==> config.mk <==
export PLATFORM = sky130hd
export DESIGN_NAME = fragr_ctrl
export DESIGN_NICKNAME = d
export VERILOG_FILES = /design/src/sv/fragr_pkg.sv /design/src/sv/fragr_ctrl.sv
export VERILOG_INCLUDE_DIRS = /design/src /design/src/sv
export SDC_FILE = /design/constraint.sdc
export NUM_CORES = 1
export LEC_CHECK = 0
export BUFFER_PORTS_ARGS = -buffer_cell sky130_fd_sc_hd__buf_2
export CAP_MARGIN = 20
export CORE_AREA = 4 4 41 43
export DETAILED_ROUTE_END_ITERATION = 7
export DIE_AREA = 0 0 45 47
export SKIP_LAST_GASP = 1
export SYNTH_ARGS = -nofsm -noshare
export SYNTH_HDL_FRONTEND = slang
export SYNTH_SLANG_ARGS = --single-unit
==> constraint.sdc <==
create_clock -name aclk -period 1.53 [get_ports aclk]
set_input_delay 0.0765 -clock aclk [delete_from_list [all_inputs] [get_ports aclk]]
set_output_delay 0.0765 -clock aclk [all_outputs]
set_load 0.01 [all_outputs]
==> src/sv/fragment_reassembler_top_defines.svh <==
// ----------------------------------------------------------------------------
// Fragment reassembler assertion macros
// Property check wrappers shared by the controller and the datapath.
// ----------------------------------------------------------------------------
`ifndef FRAGMENT_REASSEMBLER_TOP_DEFINES_SVH
`define FRAGMENT_REASSEMBLER_TOP_DEFINES_SVH
`ifndef SYNTH
// same-cycle implication property, checked out of reset
`define FRAGR_ASSERT(label, clk, rstn, prop) \
    label: assert property (@(posedge clk) disable iff (!rstn) prop) \
        else $error("fragment reassembler assertion failed");
// next-cycle implication property, checked out of reset
`define FRAGR_ASSERT_NEXT(label, clk, rstn, ante, cons) \
    label: assert property (@(posedge clk) disable iff (!rstn) (ante) |=> (cons)) \
        else $error("fragment reassembler assertion failed");
`else
`define FRAGR_ASSERT(label, clk, rstn, prop)
`define FRAGR_ASSERT_NEXT(label, clk, rstn, ante, cons)
`endif
`endif

==> src/sv/fragr_pkg.sv <==
// ----------------------------------------------------------------------------
// Fragment reassembler package
// Item kinds, controller states, command/status bundles and fixed constants.
// ----------------------------------------------------------------------------
`default_nettype none

package fragr_pkg;

    localparam int unsigned HDR_BYTES = 4;
    localparam logic [7:0]  FRAG_TYPE = 8'h01;
    localparam int unsigned LEN_W     = 11;
    localparam logic [10:0] LEN_MAX   = 11'h7FF;
    localparam int unsigned SUM_W     = 16;   // 255 fragments * 255 bytes
    localparam int unsigned RADDR_W   = 10;
    localparam int unsigned EXT_W     = 13;   // holds any store size up to 4096

    typedef enum logic [1:0] {
        KIND_HEADER = 2'd0,
        KIND_BYTE   = 2'd1,
        KIND_READ   = 2'd2,
        KIND_NOP    = 2'd3
    } kind_t;

    typedef enum logic [2:0] {
        ST_CLEAR,
        ST_IDLE,
        ST_EXEC,
        ST_FIN,
        ST_RESP
    } state_t;

    typedef struct packed {
        logic capture;
        logic do_header;
        logic do_byte;
        logic do_read;
        logic do_finish;
        logic clear_step;
        logic load_out;
    } fragr_cmd_t;

    typedef struct packed {
        kind_t kind;
        logic  hdr_clear;
        logic  byte_ok;
        logic  last_byte;
        logic  clr_last;
        logic  out_free;
    } fragr_status_t;

endpackage

`default_nettype wire

==> src/sv/fragr_ctrl.sv <==
// ----------------------------------------------------------------------------
// Fragment reassembler controller
// Sequences accept, execute, finish, clearing sweep and result hand-off.
// ----------------------------------------------------------------------------
`default_nettype none
`include "fragment_reassembler_top_defines.svh"

module fragr_ctrl import fragr_pkg::*; (
    input  wire logic          aclk,
    input  wire logic          aresetn,
    input  wire logic          s_valid,
    output logic               s_ready,
    input  wire fragr_status_t status,
    output fragr_cmd_t         cmd
);

    state_t state_reg, state_next;
    logic   clr_resp_reg, clr_resp_next;

    always_ff @(posedge aclk) begin
        if (!aresetn) begin
            state_reg    <= ST_CLEAR;
            clr_resp_reg <= 1'b0;
        end else begin
            state_reg    <= state_next;
            clr_resp_reg <= clr_resp_next;
        end
    end

    // next state
    always_comb begin
        state_next    = state_reg;
        clr_resp_next = clr_resp_reg;
        unique case (state_reg)
            ST_CLEAR: begin
                if (status.clr_last) begin
                    state_next    = clr_resp_reg ? ST_RESP : ST_IDLE;
                    clr_resp_next = 1'b0;
                end
            end
            ST_IDLE: begin
                if (s_valid) begin
                    state_next = ST_EXEC;
                end
            end
            ST_EXEC: begin
                unique case (status.kind)
                    KIND_HEADER: begin
                        if (status.hdr_clear) begin
                            state_next    = ST_CLEAR;
                            clr_resp_next = 1'b1;
                        end else begin
                            state_next = ST_RESP;
                        end
                    end
                    KIND_BYTE: begin
                        state_next = (status.byte_ok && status.last_byte) ? ST_FIN : ST_RESP;
                    end
                    KIND_READ, KIND_NOP: begin
                        state_next = ST_RESP;
                    end
                endcase
            end
            ST_FIN: begin
                state_next = ST_RESP;
            end
            ST_RESP: begin
                if (status.out_free) begin
                    state_next = ST_IDLE;
                end
            end
            default: begin
                state_next = ST_IDLE;
            end
        endcase
    end

    // outputs
    always_comb begin
        cmd     = '0;
        s_ready = 1'b0;
        unique case (state_reg)
            ST_CLEAR: begin
                cmd.clear_step = 1'b1;
            end
            ST_IDLE: begin
                s_ready     = 1'b1;
                cmd.capture = s_valid;
            end
            ST_EXEC: begin
                unique case (status.kind)
                    KIND_HEADER: cmd.do_header = 1'b1;
                    KIND_BYTE:   cmd.do_byte   = 1'b1;
                    KIND_READ:   cmd.do_read   = 1'b1;
                    KIND_NOP:    cmd.do_read   = 1'b0;
                endcase
            end
            ST_FIN: begin
                cmd.do_finish = 1'b1;
            end
            ST_RESP: begin
                cmd.load_out = status.out_free;
            end
            default: begin
                cmd = '0;
            end
        endcase
    end

    `FRAGR_ASSERT(a_fin_after_exec, aclk, aresetn, (state_reg == ST_FIN) |-> ($past(state_reg) == ST_EXEC))
    `FRAGR_ASSERT_NEXT(a_sweep_not_cut_short, aclk, aresetn, (state_reg == ST_CLEAR) && !status.clr_last, state_reg == ST_CLEAR)

endmodule

`default_nettype wire

==> run summary <==
Slew margin rel.: 81.0%
1st-iter DRT viols: 5
Worst setup EP type: output pin
HPWL after DPL: 652 um
DRT Pass-1 Iters: 4
Cell Area, Synth: 367 sq um
First-pass GRT wire length: 1350 um
Pwr Density: 699 nW/um^2
Clk_lat worst skew: 0.24 ns
Row count: 13
Sequential area share after synthesis: 21.8%
Die Area: 2120 sq um
Final hold violations: 0
Min-delay src: aresetn
Drt wl/cell: 11.6 um
Cells after Synth: 42
Seq. cell area: 82.6 sq um
Via count: 365
CTS Hold Buffers Added: 0
Die span in y: 47 um
Post-CTS setup buffers: 0
Clock buffer depth: 2
Number of global-route vias before repair: 320
Pin count of the biggest net entering global routing: 14
Initial antenna violation count: 0
Cts bufs inserted: 3
# DRC: 0
Root buffer cell: clkbuf_4
Main area contributors after synthesis: dfxtp_1, nor3b_1, buf_6, or2b_2, o311a_1
Syn_nets: 52
Nets@finish: 71
CORE AREA: 1300 sq um
Synth warn: 0
VDD IR-drop max: 0.494 mV
Final WL: 858 um
RSZ-0062 raised after global routing: no
Gr ovfl total: 0
Yosys reg bits: 4
Syn-to-layout area delta: 28.7%
Max cap viols: 0
Register-to-Register Path Depth: 3
Die X: 45 um
# fillers: 154
Area share of the largest cell type after synthesis: 21.8%
Worst-path clk slew: 0.04 ns
Final Cycle Share: 96.4%
Distinct cell type count after synthesis: 24
Ratio of cells with drive above 1 in the final layout: 52.5%
Arrival time at the worst endpoint: 1.40 ns
Worst Path Max Fanout: 13
Max reg flops: 3
Mapped Avg Cell Area: 8.73 sq um
ANT nets after route: 0
HP Class: in -> reg
Initial cell density of the core: 28.2%
Post-cts resize count: 2
Area leader, netlist: dfxtp_1
Final min period: 1.47 ns
I/O pin count: 18
Post-DP Area: 439 sq um
IO buf count: 17
Reg-to-Reg Start: state_reg[0]
CTS tree: done
Reg2reg end: state_reg[2]
Worst-Margin Slew: 0.284 ns
Clock Sinks: 4
Design Area, Final: 472 sq um
Worst Path Required: 1.45 ns
Clk_skew: 0.00881 ns
Multi-input logic area: 251 sq um
Setup TNS: 0 ns
N_diodes: 0
Hold path depth: 2
Pleak: 0.206 nW
Global Route Usage Sum: 8.78%
Slew Limit Fails: 0
Run status: finished, final reports clean
Highest clock rate: 0.678 GHz
Worst setup SP type: register
Setup violators final: 0
Hold endpoint: state_reg[0]
H-tree Lvls: 1
Final Wtd Congestion: 0.772
Kind of critical path: reg -> out
R2R setup slack: 0.26 ns
DR vias/cell: 4.93
## stage by stage
| step | util (%) | hold slack, ns | std cells | setup WS, ns | power (W) |
|---|---|---|---|---|---|
| global route | 36.3 | 0.107 | 74 | 0.0166 | 0.000356 |
| finish | 36.3 | 0.118 | 74 | 0.0550 | 0.000330 |
| CTS | 35.8 | 0.108 | 74 | 0.0202 | 0.000336 |
| global placement | 33.8 | 0.347 | 71 | 0.202 | 0.000198 |
| detailed placement | 33.8 | 0.355 | 71 | 0.172 | 0.000198 |
| floorplan | - | 0.202 | 42 | 0.225 | 0.000175 |
## cells by family after synthesis
family	after synthesis	share of synthesized area (%)
compound gates	9	20.5
buf+inv	5	11.6
flops	4	21.8
simple gates	24	46.1
## how the worst max path moves through the flow
stage / from / slack [ns] / endpoint
5_1_grt: state_reg[0] / 0.02 / cmd[3]
4_1_cts: state_reg[2] / 0.02 / cmd[4]
6_report: state_reg[0] / 0.06 / cmd[3]
3_5_place_dp: state_reg[0] / 0.17 / state_reg[2]
2_1_floorplan: state_reg[1] / 0.23 / cmd[4]
3_3_place_gp: state_reg[0] / 0.20 / cmd[4]
## synthesized netlist by cell type (all sizes together)
cell    number
nor3b        7
buf          4
dfxtp        4
nor3         3
or2b         3
nand2        2
nor2         2
o21a         2
o311a        2
o31a         2
a21boi       1
a21oi        1
and2         1
and2b        1
inv          1
nand3        1
nand3b       1
nand4b       1
o221ai       1
or3b         1
or4b         1
## report_power, final
group          leakage [nW]  switching [W]  internal [W]  total (W)
logic                 0.159      0.0000346     0.0000427  0.0000773
clock network        0.0138      0.0000426     0.0000877   0.000130
registers            0.0334      0.0000116      0.000110   0.000122
total                 0.206      0.0000888      0.000241   0.000330
## cell type report
class                           instances  area share (%)
Clock buffer                            3            4.77
Sequential cell                         4            17.5
Tap cell                               15            3.98
Timing Repair Buffer                   18            19.6
Multi-Input combinational cell         33            53.3
Inverter                                1           0.796
## critical path, cell delays in order, from the launching register on
cell     delay [ns]
dfxtp_2        0.37
or3b_4         0.46
nor3b_1        0.18
buf_2          0.15
## placed cells by master (no fill, tap or decap), drive strengths merged
| cell | instances |
|---|---|
| o21a | 2 |
| a21oi | 1 |
| nor3b | 7 |
| nand3b | 1 |
| and2b | 1 |
| nand4b | 1 |
| nor2 | 2 |
| buf | 18 |
| nand3 | 1 |
| o221ai | 1 |
| and2 | 1 |
| or4b | 1 |
| or2b | 3 |
| o31a | 2 |
| clkbuf | 3 |
| nor3 | 3 |
| inv | 1 |
| o311a | 2 |
| or3b | 1 |
| a21boi | 1 |
| dfxtp | 4 |
| nand2 | 2 |
## per-layer routing
metal / part of all wire (%) / wire length, um / global-route usage (%) / vias to the layer above
met5: 0 / 0 / 0 / -
met4: 0 / 0 / 3.51 / 0
met3: 6.2 / 53 / 3.45 / 0
met2: 48 / 410 / 12.7 / 8
met1: 46 / 394 / 11.6 / 166
li1: - / - / - / 191
(Power assumes the default switching activity.)
